[src/design/steq_pkg.sv]
// ----------------------------------------------------------------------------
// steq_pkg
// Shared types and constants for the sorted timer event queue.
// ----------------------------------------------------------------------------
package steq_pkg;

  localparam int unsigned TIME_W      = 32;
  localparam int unsigned ID_W        = 16;
  localparam int unsigned ENTRY_W     = TIME_W + ID_W;
  // most entries popped by one tick
  localparam int unsigned MAX_RESULTS = 16;
  localparam int unsigned NFIRE_W     = $clog2(MAX_RESULTS + 1);

  typedef enum logic [1:0] {
    OP_ADD  = 2'd0,
    OP_DEL  = 2'd1,
    OP_CLR  = 2'd2,
    OP_TICK = 2'd3
  } op_t;

  typedef enum logic [2:0] {
    ST_DONE     = 3'd0,
    ST_FIRED    = 3'd1,
    ST_NOTHING  = 3'd2,
    ST_FULL     = 3'd3,
    ST_NOTFOUND = 3'd4
  } status_t;

  typedef struct packed {
    logic [ID_W-1:0] fired_id;
    status_t         status;
    logic            last;
  } result_t;

endpackage

[src/design/sorted_timer_event_queue.sv]
// ----------------------------------------------------------------------------
// sorted_timer_event_queue
// Time-ordered queue of pending events with add, delete, clear and tick.
// ----------------------------------------------------------------------------
//  channel | handshake           | payload
//  --------+---------------------+---------------------------------------------
//  in      | in_valid / in_ready | op, timeout, event_id, game_time,
//          |                     | clock_stopped
//  out     | out_valid/out_ready | fired_id, status, last
//
//  One item at a time; in_ready is high only while the sequencer is idle.
//  RAM with registered read: each entry is read (RD state), then compared
//  (EV state). Add scans down from the tail, moving later entries up one slot,
//  and stops at an earlier entry; delete scans every held entry; clear, full
//  add and stopped tick answer without a scan; tick pops due entries from the head.
//  Reset empties the queue at once. A result waiting in the output register
//  holds the sequencer only when the next result is ready to go.
// ----------------------------------------------------------------------------
module sorted_timer_event_queue #(
  parameter int unsigned DEPTH = 16
) (
  input  logic                        clk,
  input  logic                        rst,
  input  logic                        in_valid,
  output logic                        in_ready,
  input  logic [1:0]                  op,
  input  logic [steq_pkg::TIME_W-1:0] timeout,
  input  logic [steq_pkg::ID_W-1:0]   event_id,
  input  logic [steq_pkg::TIME_W-1:0] game_time,
  input  logic                        clock_stopped,
  output logic                        out_valid,
  input  logic                        out_ready,
  output logic [steq_pkg::ID_W-1:0]   fired_id,
  output logic [2:0]                  status,
  output logic                        last
);

  logic              idle;
  logic              emit;
  logic              slot_free;
  steq_pkg::result_t result;

  assign in_ready  = idle;
  assign slot_free = !out_valid || out_ready;

  steq_seq #(
    .DEPTH(DEPTH)
  ) u_seq (
    .clk          (clk),
    .rst          (rst),
    .start        (in_valid && in_ready),
    .op           (op),
    .timeout      (timeout),
    .event_id     (event_id),
    .game_time    (game_time),
    .clock_stopped(clock_stopped),
    .slot_free    (slot_free),
    .idle         (idle),
    .emit         (emit),
    .result       (result)
  );

  always_ff @(posedge clk) begin
    if (rst) begin
      out_valid <= 1'b0;
    end else if (emit) begin
      out_valid <= 1'b1;
    end else if (out_ready) begin
      out_valid <= 1'b0;
    end
  end

  always_ff @(posedge clk) begin
    if (emit) begin
      fired_id <= result.fired_id;
      status   <= result.status;
      last     <= result.last;
    end
  end

endmodule

[src/design/steq_ram.sv]
// ----------------------------------------------------------------------------
// steq_ram
// Generic single-write, single-read RAM with registered read data.
// ----------------------------------------------------------------------------
module steq_ram #(
  parameter int unsigned WIDTH = 48,
  parameter int unsigned DEPTH = 16
) (
  input  logic                     clk,
  input  logic                     we,
  input  logic [$clog2(DEPTH)-1:0] waddr,
  input  logic [WIDTH-1:0]         wdata,
  input  logic [$clog2(DEPTH)-1:0] raddr,
  output logic [WIDTH-1:0]         rdata
);

  logic [WIDTH-1:0] mem [DEPTH];

  always_ff @(posedge clk) begin
    if (we) begin
      mem[waddr] <= wdata;
    end
    rdata <= mem[raddr];
  end

endmodule

[src/design/steq_cmp.sv]
// ----------------------------------------------------------------------------
// steq_cmp
// Shared 32-bit unsigned compare unit: less-or-equal and equality.
// ----------------------------------------------------------------------------
module steq_cmp (
  input  logic [steq_pkg::TIME_W-1:0] a,
  input  logic [steq_pkg::TIME_W-1:0] b,
  output logic                        le,
  output logic                        eq
);

  assign le = (a <= b);
  assign eq = (a == b);

endmodule

[src/design/steq_seq.sv]
// ----------------------------------------------------------------------------
// steq_seq
// Queue sequencer: circular entry store, one entry read per step, scanned
// through the shared compare unit for insert, delete and tick.
// ----------------------------------------------------------------------------
module steq_seq #(
  parameter int unsigned DEPTH = 16
) (
  input  logic                          clk,
  input  logic                          rst,
  input  logic                          start,
  input  logic [1:0]                    op,
  input  logic [steq_pkg::TIME_W-1:0]   timeout,
  input  logic [steq_pkg::ID_W-1:0]     event_id,
  input  logic [steq_pkg::TIME_W-1:0]   game_time,
  input  logic                          clock_stopped,
  input  logic                          slot_free,
  output logic                          idle,
  output logic                          emit,
  output steq_pkg::result_t             result
);

  localparam int unsigned AW = $clog2(DEPTH);
  localparam int unsigned CW = $clog2(DEPTH + 1);
  localparam logic [AW:0] DEPTH_W = (AW + 1)'(DEPTH);
  localparam logic [CW-1:0] DEPTH_C = CW'(DEPTH);
  localparam logic [steq_pkg::NFIRE_W-1:0] MAX_N =
    steq_pkg::NFIRE_W'(steq_pkg::MAX_RESULTS);

  typedef enum logic [3:0] {
    S_IDLE,
    S_ADD_RD,
    S_ADD_EV,
    S_ADD_PUT,
    S_DEL_RD,
    S_DEL_EV,
    S_TICK_RD,
    S_TICK_EV,
    S_TICK_END,
    S_EMIT
  } state_t;

  state_t                           state;
  logic [CW-1:0]                    cnt;
  logic [AW-1:0]                    head;
  logic [CW-1:0]                    idx;
  logic [steq_pkg::NFIRE_W-1:0]     nfired;
  logic                             found;
  logic                             pend_valid;
  logic [steq_pkg::ID_W-1:0]        pend_id;
  logic [steq_pkg::ID_W-1:0]        req_id;
  logic [steq_pkg::TIME_W-1:0]      req_t;
  logic [steq_pkg::TIME_W-1:0]      req_now;
  steq_pkg::result_t                res;

  logic                             we;
  logic [AW-1:0]                    waddr;
  logic [steq_pkg::ENTRY_W-1:0]     wdata;
  logic [AW-1:0]                    raddr;
  logic [steq_pkg::ENTRY_W-1:0]     rdata;
  logic [steq_pkg::TIME_W-1:0]      rd_due;
  logic [steq_pkg::ID_W-1:0]        rd_id;
  logic [steq_pkg::TIME_W-1:0]      cmp_a;
  logic [steq_pkg::TIME_W-1:0]      cmp_b;
  logic                             cmp_le;
  logic                             cmp_eq;
  logic [CW-1:0]                    idx_dec;
  logic [CW-1:0]                    idx_inc;
  logic                             found_now;

  // logical slot to physical address, wrapping at DEPTH
  function automatic logic [AW-1:0] wrap_add(input logic [AW-1:0] base,
                                             input logic [AW-1:0] off);
    logic [AW:0] s;
    s = {1'b0, base} + {1'b0, off};
    if (s >= DEPTH_W) begin
      s = s - DEPTH_W;
    end
    return s[AW-1:0];
  endfunction

  assign rd_due    = rdata[steq_pkg::ENTRY_W-1:steq_pkg::ID_W];
  assign rd_id     = rdata[steq_pkg::ID_W-1:0];
  assign idx_dec   = idx - CW'(1);
  assign idx_inc   = idx + CW'(1);
  assign found_now = found | cmp_eq;
  assign idle      = (state == S_IDLE);
  assign emit      = (state == S_EMIT) && slot_free;
  assign result    = res;

  steq_ram #(
    .WIDTH(steq_pkg::ENTRY_W),
    .DEPTH(DEPTH)
  ) u_ram (
    .clk  (clk),
    .we   (we),
    .waddr(waddr),
    .wdata(wdata),
    .raddr(raddr),
    .rdata(rdata)
  );

  steq_cmp u_cmp (
    .a (cmp_a),
    .b (cmp_b),
    .le(cmp_le),
    .eq(cmp_eq)
  );

  always_comb begin
    cmp_a = rd_due;
    cmp_b = req_now;
    raddr = head;
    we    = 1'b0;
    waddr = wrap_add(head, idx[AW-1:0]);
    wdata = rdata;
    case (state)
      S_ADD_RD: begin
        raddr = wrap_add(head, idx_dec[AW-1:0]);
      end
      S_ADD_EV: begin
        cmp_a = req_t;
        cmp_b = rd_due;
        // entry moves up one slot to open the gap
        we    = cmp_le;
      end
      S_ADD_PUT: begin
        we    = 1'b1;
        wdata = {req_t, req_id};
      end
      S_DEL_RD: begin
        raddr = wrap_add(head, idx[AW-1:0]);
      end
      S_DEL_EV: begin
        cmp_a = {{(steq_pkg::TIME_W - steq_pkg::ID_W){1'b0}}, rd_id};
        cmp_b = {{(steq_pkg::TIME_W - steq_pkg::ID_W){1'b0}}, req_id};
        // past the removed entry, close the gap
        we    = found;
        waddr = wrap_add(head, idx_dec[AW-1:0]);
      end
      default: begin
      end
    endcase
  end

  always_ff @(posedge clk) begin
    if (rst) begin
      state      <= S_IDLE;
      cnt        <= '0;
      head       <= '0;
      idx        <= '0;
      nfired     <= '0;
      found      <= 1'b0;
      pend_valid <= 1'b0;
    end else begin
      case (state)
        S_IDLE: begin
          if (start) begin
            req_id  <= event_id;
            req_t   <= game_time + timeout;
            req_now <= game_time;
            case (op)
              steq_pkg::OP_ADD: begin
                if (cnt == DEPTH_C) begin
                  res   <= '{fired_id: '0, status: steq_pkg::ST_FULL, last: 1'b1};
                  state <= S_EMIT;
                end else begin
                  idx   <= cnt;
                  state <= (cnt == '0) ? S_ADD_PUT : S_ADD_RD;
                end
              end
              steq_pkg::OP_DEL: begin
                idx   <= '0;
                found <= 1'b0;
                if (cnt == '0) begin
                  res   <= '{fired_id: '0, status: steq_pkg::ST_NOTFOUND, last: 1'b1};
                  state <= S_EMIT;
                end else begin
                  state <= S_DEL_RD;
                end
              end
              steq_pkg::OP_CLR: begin
                cnt   <= '0;
                head  <= '0;
                res   <= '{fired_id: '0, status: steq_pkg::ST_DONE, last: 1'b1};
                state <= S_EMIT;
              end
              steq_pkg::OP_TICK: begin
                nfired     <= '0;
                pend_valid <= 1'b0;
                if (clock_stopped) begin
                  res   <= '{fired_id: '0, status: steq_pkg::ST_NOTHING, last: 1'b1};
                  state <= S_EMIT;
                end else begin
                  state <= S_TICK_RD;
                end
              end
              default: begin
                state <= S_IDLE;
              end
            endcase
          end
        end
        S_ADD_RD: begin
          state <= S_ADD_EV;
        end
        S_ADD_EV: begin
          if (cmp_le) begin
            idx   <= idx_dec;
            state <= (idx == CW'(1)) ? S_ADD_PUT : S_ADD_RD;
          end else begin
            state <= S_ADD_PUT;
          end
        end
        S_ADD_PUT: begin
          cnt   <= cnt + CW'(1);
          res   <= '{fired_id: '0, status: steq_pkg::ST_DONE, last: 1'b1};
          state <= S_EMIT;
        end
        S_DEL_RD: begin
          state <= S_DEL_EV;
        end
        S_DEL_EV: begin
          found <= found_now;
          idx   <= idx_inc;
          if (idx_inc == cnt) begin
            if (found_now) begin
              cnt <= cnt - CW'(1);
              res <= '{fired_id: '0, status: steq_pkg::ST_DONE, last: 1'b1};
            end else begin
              res <= '{fired_id: '0, status: steq_pkg::ST_NOTFOUND, last: 1'b1};
            end
            state <= S_EMIT;
          end else begin
            state <= S_DEL_RD;
          end
        end
        S_TICK_RD: begin
          if ((cnt == '0) || (nfired == MAX_N)) begin
            state <= S_TICK_END;
          end else begin
            state <= S_TICK_EV;
          end
        end
        S_TICK_EV: begin
          if (cmp_le) begin
            if (pend_valid) begin
              // flush the held entry first; head is read again afterwards
              res        <= '{fired_id: pend_id, status: steq_pkg::ST_FIRED, last: 1'b0};
              pend_valid <= 1'b0;
              state      <= S_EMIT;
            end else begin
              pend_id    <= rd_id;
              pend_valid <= 1'b1;
              head       <= wrap_add(head, AW'(1));
              cnt        <= cnt - CW'(1);
              nfired     <= nfired + steq_pkg::NFIRE_W'(1);
              state      <= S_TICK_RD;
            end
          end else begin
            state <= S_TICK_END;
          end
        end
        S_TICK_END: begin
          if (pend_valid) begin
            res <= '{fired_id: pend_id, status: steq_pkg::ST_FIRED, last: 1'b1};
          end else begin
            res <= '{fired_id: '0, status: steq_pkg::ST_NOTHING, last: 1'b1};
          end
          pend_valid <= 1'b0;
          state      <= S_EMIT;
        end
        S_EMIT: begin
          if (slot_free) begin
            state <= res.last ? S_IDLE : S_TICK_RD;
          end
        end
        default: begin
          state <= S_IDLE;
        end
      endcase
    end
  end

endmodule
[config.mk]
export PLATFORM = sky130hd
export DESIGN_NAME = sorted_timer_event_queue
export DESIGN_NICKNAME = d
export VERILOG_FILES = /design/src/design/steq_pkg.sv /design/src/design/sorted_timer_event_queue.sv /design/src/design/steq_ram.sv /design/src/design/steq_cmp.sv /design/src/design/steq_seq.sv
export SDC_FILE = /design/constraint.sdc
export NUM_CORES = 1
export LEC_CHECK = 0
export BUFFER_PORTS_ARGS = -buffer_cell sky130_fd_sc_hd__buf_2
export CAP_MARGIN = 10
export CELL_PAD_IN_SITES_DETAIL_PLACEMENT = 0
export CELL_PAD_IN_SITES_GLOBAL_PLACEMENT = 1
export CORE_UTILIZATION = 54
export CTS_CLUSTER_DIAMETER = 60
export DETAILED_ROUTE_END_ITERATION = 10
export HOLD_SLACK_MARGIN = 0.12
export PLACE_DENSITY = 0.86
export SYNTH_ARGS = -nofsm -noshare
export SYNTH_HDL_FRONTEND = slang
export SYNTH_HIERARCHICAL = 1
export SYNTH_SLANG_ARGS = --single-unit
[constraint.sdc]
create_clock -name clk -period 13.9 [get_ports clk]
set_input_delay 1.39 -clock clk [delete_from_list [all_inputs] [get_ports clk]]
set_output_delay 1.39 -clock clk [all_outputs]
set_load 0.01 [all_outputs]
==> results of run 1 <==
-- layer usage --
layer	track usage	vias to the layer above	share of wire
li1	-	9438	-
met1	0.373	11489	0.40
met2	0.420	1268	0.48
met3	0.0443	179	0.096
met4	0.0887	0	0.028
met5	0	-	0
-- worst max path at each step --
stage                         startpoint                     end  slack [ps]
final                     u_seq/state[3]  u_seq/u_ram/mem[11][7]        6450
after global routing      u_seq/state[3]  u_seq/u_ram/mem[9][10]        6060
after detailed placement  u_seq/state[3]  u_seq/u_ram/mem[9][24]        6730
after global placement    u_seq/state[3]  u_seq/u_ram/mem[11][7]        7010
after CTS                 u_seq/state[3]  u_seq/u_ram/mem[9][11]        6700
after floorplan           u_seq/state[3]   u_seq/u_ram/mem[0][0]        6370
-- power by group through the flow --
stage	registers, mW	logic (mW)	clock network, mW
CTS	4.03	2.16	2.78
global placement	4.08	2.05	0
detailed placement	4.08	2.13	0
global route	4.05	2.35	2.89
finish	4.04	2.19	2.74
floorplan	3.96	1.56	0
-- cell usage in the layout, fill, tap and decap left out, drive strengths merged, types with 26 or more instances in the layout --
master and count:
nor2 89, o21ai 35, nand2 176, clkbuf 131
a22oi 130, edfxtp 904, a21oi 79, mux2 48
nor2b 26, inv 64, ha 82, dfxtp 74
mux4 192, xnor2 33, a22o 32, buf 144
clkinv 33
-- worst max-delay path, delay by kind of cell (launching register included) --
family	cells	cell delay (ps)
AOI/OAI and AO/OA	8	2280
DFF	1	910
buffers and inverters	4	1500
adders and majority gates	1	310
and+or+nand+nor	5	1950
-- metrics by stage --
step / std cells / setup slack (ps) / power (mW)
floorplan: 2280 / 6370 / 5.52
global placement: 3278 / 7010 / 6.13
detailed placement: 3278 / 6730 / 6.21
CTS: 3466 / 6700 / 8.96
global route: 3466 / 6060 / 9.29
finish: 3466 / 6450 / 8.96
-- cells by family (layout without fill, tap and decap cells) --
logic type      count (synthesis)  in the layout
xor+xnor                       51             51
flops                         978            978
mux                           246            246
simple gates                  396            396
buf+inv                       163            390
compound gates                360            360
fa+ha+maj                      86             86
-- Yosys cell counts, types with 5 or more instances --
cell,number,share of area
mux4_2,192,0.11
o21ai_1,5,0.00062
a31oi_1,9,0.0014
or3_1,5,0.00078
nand2b_1,12,0.0019
ha_1,82,0.025
dfxtp_1,74,0.037
o21ai_0,28,0.0035
a21o_1,14,0.0026
nand3_1,22,0.0027
xor2_1,18,0.0039
buf_2,20,0.0025
mux2_2,48,0.013
and2_1,8,0.0012
o211ai_1,6,0.0011
inv_1,57,0.0053
xnor2_1,33,0.0072
buf_4,22,0.0041
nor2b_1,26,0.0040
nand3b_1,6,0.0011
edfxtp_1,904,0.67
mux2i_1,6,0.0015
nand4_1,9,0.0014
a22o_1,32,0.0070
a21oi_1,76,0.0094
buf_1,18,0.0017
nor4_1,5,0.00078
clkbuf_1,44,0.0041
nor3_1,16,0.0020
a211oi_1,6,0.0011
nand2_1,172,0.016
a221oi_1,6,0.0013
a22oi_1,130,0.024
nor2_1,85,0.0079
-- state kept, by name, summed over array words and instances (netlist names) --
name               cells
u_seq/pend_id         16
status                 3
u_seq/u_ram/rdata     48
u_seq/req_now         32
u_seq/nfired           5
u_seq/u_ram/mem      768
u_seq/state            4
u_seq/req_id          16
u_seq/head             4
fired_id              16
u_seq/cnt              5
u_seq/result          20
u_seq/req_t           32
u_seq/found            1
u_seq/idx              5
u_seq/pend_valid       1
out_valid              1
last                   1
-- cell type report --
class	count	area share
Sequential cell	978	0.630
Clock buffer	131	0.0596
Tap cell	959	0.0264
Multi-Input combinational cell	1139	0.245
Inverter	58	0.00479
Clock inverter	57	0.0155
Timing Repair Buffer	144	0.0181
==> run_results.csv, run 1 <==
group,metric,value,unit
status,status,"finished with violations",
status,violations,"design-rule violations",
critical_path,slowest_delay,910,ps
critical_path,start_kind,"flip-flop",
die,die_h,275,um
critical_path,cp-end-kind,"flip-flop",
layout,seq_area,28600,um^2
sta,hold_viol_final,0,
cts,post_cts_buffers,0,
synth,ys_seq_area_frac,0.711,
run,cap_violations,0,
sta,whs,412,ps
sta,min_period_over_period,0.536,
grt,overflow,0,
grt,grt_pass1_wl,146000,um
synth,synthFlopType,"edfxtp_1",
worst_hold_path,whs_endpoint,"fired_id[5]",
routing,drc_errors,11,
placement,dpl-instance-area,42000,um^2
critical_path,rrSetupSlack,6450,ps
die,core_area,73300,um^2
critical_path,crit_type,"flip-flop to flip-flop",
routing,viasPerCell,6.46,
routing,ant_nets,0,
grt,grt_pass1_vias,22714,
cts,h-tree-depth,3,
sta,rsz0062_at_grt,"no",
critical_path,crit_top_cell,"buf_4",
routing,dr_total_vias,22374,
critical_path,r2r_cells,18,
cts,clk_path_buf_depth,3,
synth,ys_ff_latch,978,
layout,drive_gt1_frac,0.238,
synth,ys_types,85,
worst_hold_path,min_from,"u_seq/result[9]",
layout,n_fill_cell,5003,
critical_path,slowest_stage,"dfxtp_1",
cts,cts_made_buffers,99,
cts,hold_buffers,0,
layout,syn2layout_area_growth,12.7,%
cts,clk_transition_reported_paths,70,ps
cts,clock_tree.root_cell,"clkbuf_16",
synth,synthArstFlopShare,0,
power_and_ir_drop,power.density,197,nW/um^2
power_and_ir_drop,switching_share,0.305,
placement,hpwl,56500,um
power_and_ir_drop,p_leak,15.1,nW
die,ios,109,
synth,synth_cells,2280,
synth,synth_edf_count,904,
sta,tightest_slew,1190,ps
synth,syn_area_per_cell,17.7,um^2
sta,period_minus_slack,7450,ps
power_and_ir_drop,p_int,6.23,mW
die,initial_utilization,0.549,
power_and_ir_drop,seqPwrFrac,0.450,
routing,wl_per_cell,28.3,um
synth,yosys_warnings,6,
layout,final_util,0.619,
power_and_ir_drop,clockPowerShare,0.306,
synth,synth_adder_area_share,0.0275,
critical_path,arrival,7750,ps
layout,multi_input_area,11100,um^2
cts,clk_latency,680,ps
placement,io_buffers,108,
synth,synth_fp_nets,2453,
power_and_ir_drop,combPwrFrac,0.244,
worst_hold_path,hp-class,"flip-flop to flip-flop",
synth,synth_compound_area_frac,0.0640,
critical_path,crit_required,14200,ps
sta,tns,0,ps
layout,num_antenna_cells,0,
synth,synthXorXnorAreaFrac,0.0111,
critical_path,r2r_end,"u_seq/u_ram/mem[11][7]",
die,die_area,75700,um^2
synth,synth_area,40300,um^2
sta,slew_headroom,0.196,
grt,grt_antenna_before_repair,2,
routing,drt-initial-drc-count,2938,
die,dieWidth,275,um
routing,dr.pass1.iters,8,
power_and_ir_drop,ir_drop,0.164,mV
synth,yosys.area_share.simple,0.0464,
layout,final_cell_area,45400,um^2
cts,cts_tree,"done",
routing,drt_wl_total,98000,um
synth,synth_top_family_by_area,"multiplexers",
die,num_rows,99,
grt,grt_usage,0.264,
layout,nNetsFinal,2593,
synth,muxShareOfSynthArea,0.122,
placement,gp_congestion,0.866,
critical_path,r2r_start,"u_seq/state[3]",
sta,final-setup-viol-count,0,
critical_path,cp_max_fo,56,
cts,cts_sinks,978,
worst_hold_path,min_path_cells,0,
critical_path,crit_path_cell_trace,"nand2b_1 -> nor3_4 -> buf_4 -> nor2_4 -> buf_4 -> a22o_1 -> inv_1 -> ha_1 -> a21oi_1 -> o21ai_1 -> a221oi_1 -> o31ai_1 -> o21bai_1 -> o211ai_1 -> a21oi_1 -> nand3b_1 -> nor2_4 -> buf_4",
cts,cts_resized,0,
sta,slew_violations,0,
power_and_ir_drop,p_sw,2.73,mW
grt,grt_max_degree,115,
sta,clock_skew,47.1,ps
sta,timing.fmax,0.134,GHz
Power figures use the tool's default switching activity.
==> run 2, diff against run 1 <==
- CORE_UTILIZATION: 54 -> 49
- PLACE_DENSITY: 0.86 -> 0.83
- clock period: 13.9 -> 6.6 ns (I/O delays scaled with it)
==> run_results.csv, run 2 (synthesized netlist as in run 1, its figures left out) <==
group,metric,value,unit
status,status,"complete, no violations",
sta,timing.fmax,0.168,GHz
layout,seq_area,28600,um^2
routing,drc_errors,0,
sta,min_period_over_period,0.901,
power_and_ir_drop,power.density,408,nW/um^2
routing,viasPerCell,6.16,
sta,rsz0062_at_grt,"no",
routing,drt-initial-drc-count,2563,
sta,fin_ws,655,ps
cts,cts_made_buffers,96,
placement,gp_congestion,0.875,
die,ios,109,
sta,tightest_slew,1250,ps
power_and_ir_drop,switching_share,0.302,
cts,cts_resized,0,
power_and_ir_drop,combPwrFrac,0.245,
die,num_rows,104,
sta,clock_skew,43.7,ps
power_and_ir_drop,ir_drop,0.238,mV
cts,hold_buffers,0,
cts,clock_tree.root_cell,"clkbuf_16",
power_and_ir_drop,clockPowerShare,0.298,
die,die_h,289,um
sta,whs,173,ps
critical_path,crit_type,"flip-flop to flip-flop",
die,dieWidth,289,um
critical_path,arrival,6220,ps
power_and_ir_drop,p_int,13.0,mW
sta,slew_headroom,0.163,
grt,grt_pass1_wl,140000,um
grt,grt_max_degree,117,
routing,dr.pass1.iters,8,
layout,num_antenna_cells,0,
routing,wl_per_cell,26.3,um
power_and_ir_drop,power,18.6,mW
placement,post-place-ws,807,ps
layout,final_cell_mix,"edfxtp_1, mux4_2, nand2_1",
sta,slew_violations,0,
layout,top_regs,"u_seq/u_ram/mem x768, u_seq/u_ram/rdata x48",
routing,dr_total_vias,21936,
layout,nNetsFinal,2599,
cts,clk_path_buf_depth,3,
run,cap_violations,0,
sta,period_minus_slack,5950,ps
critical_path,crit_required,6870,ps
layout,final_util,0.563,
routing,drt_wl_total,93700,um
grt,overflow,0,
cts,clk_latency,670,ps
layout,syn2layout_area_growth,13.1,%
placement,hpwl,57400,um
critical_path,start_kind,"flip-flop",
layout,final_common_cell,"edfxtp_1",
critical_path,cp-end-kind,"flip-flop",
grt,grt_antenna_before_repair,2,
sta,final-setup-viol-count,0,
routing,ant_nets,0,
layout,regMostFlops,"u_seq/u_ram/mem",
power_and_ir_drop,p_sw,5.62,mW
die,die_area,83400,um^2
critical_path,cp_max_fo,32,
layout,multi_input_area,11200,um^2
cts,cts_sinks,978,
die,core_area,80900,um^2
die,initial_utilization,0.498,
cts,post_cts_buffers,0,
grt,grt_usage,0.228,
layout,largest_reg_flops,768,
sta,hold_viol_final,0,
sta,tns,0,ps
cts,h-tree-depth,3,
power_and_ir_drop,seqPwrFrac,0.457,
cts,cts_tree,"done",
cts,clk_transition_reported_paths,60,ps
worst_hold_path,hp-class,"input port to flip-flop",
grt,grt_pass1_vias,21932,
layout,drive_gt1_frac,0.239,
placement,io_buffers,108,
layout,n_fill_cell,5935,
power_and_ir_drop,p_leak,15.1,nW
## run 2: power by group through the flow
| stage | sequential, mW | combinational, mW | clock [mW] |
|---|---|---|---|
| after floorplan | 8.33 | 3.28 | 0 |
| after global placement | 8.60 | 4.36 | 0 |
| after detailed placement | 8.61 | 4.51 | 0 |
| after CTS | 8.48 | 4.55 | 5.62 |
| after global routing | 8.53 | 4.97 | 5.85 |
| final | 8.50 | 4.56 | 5.54 |
## run 2: area by class of cell
type,count,share of cell area
Tap cell,1060,0.0291
Clock buffer,116,0.0552
Multi-Input combinational cell,1139,0.245
Sequential cell,978,0.628
Timing Repair Buffer,153,0.0226
Inverter,58,0.00478
Clock inverter,59,0.0155
## run 2: per-layer routing
metal  share of wire  track usage  wire (um)  vias to the layer above
met2            0.48        0.363      44900                     1071
met1            0.41        0.319      38100                    11273
met5               0            0          0                        -
met3           0.088       0.0425       8250                      149
li1                -            -          -                     9443
met4           0.027       0.0762       2510                        0
## run 2: final timing paths
path | startpoint | end | slack [ps] | cells past startpoint
setup / recovery | u_seq/state[1] | u_seq/u_ram/mem[8][31] | 650 | 18
hold / removal | event_id[1] | u_seq/req_id[1] | 170 | 1
hold reg to reg | u_seq/result[5] | fired_id[1] | 420 | 0
setup reg to reg | u_seq/state[1] | u_seq/u_ram/mem[8][31] | 650 | 18
## run 2: stage by stage
step,area [um^2],std cells
after floorplan,40300,2280
after global placement,42400,3388
after detailed placement,42400,3388
after CTS,45600,3563
after global routing,45600,3563
final,45600,3563
## run 2: worst max-delay path, cell delays in order (launching register included)
cell      delay [ps]
dfxtp_1          800
nand2b_1         370
nor3_4           290
buf_4            400
a22oi_1          160
nand2_1           90
inv_1             40
ha_1             280
a21oi_1          130
o21ai_0          150
a221oi_1         500
a31oi_1          160
o21bai_1         180
buf_4            180
o211ai_1          90
a21oi_1          450
nand3b_1         420
nor3_4           260
buf_4            560
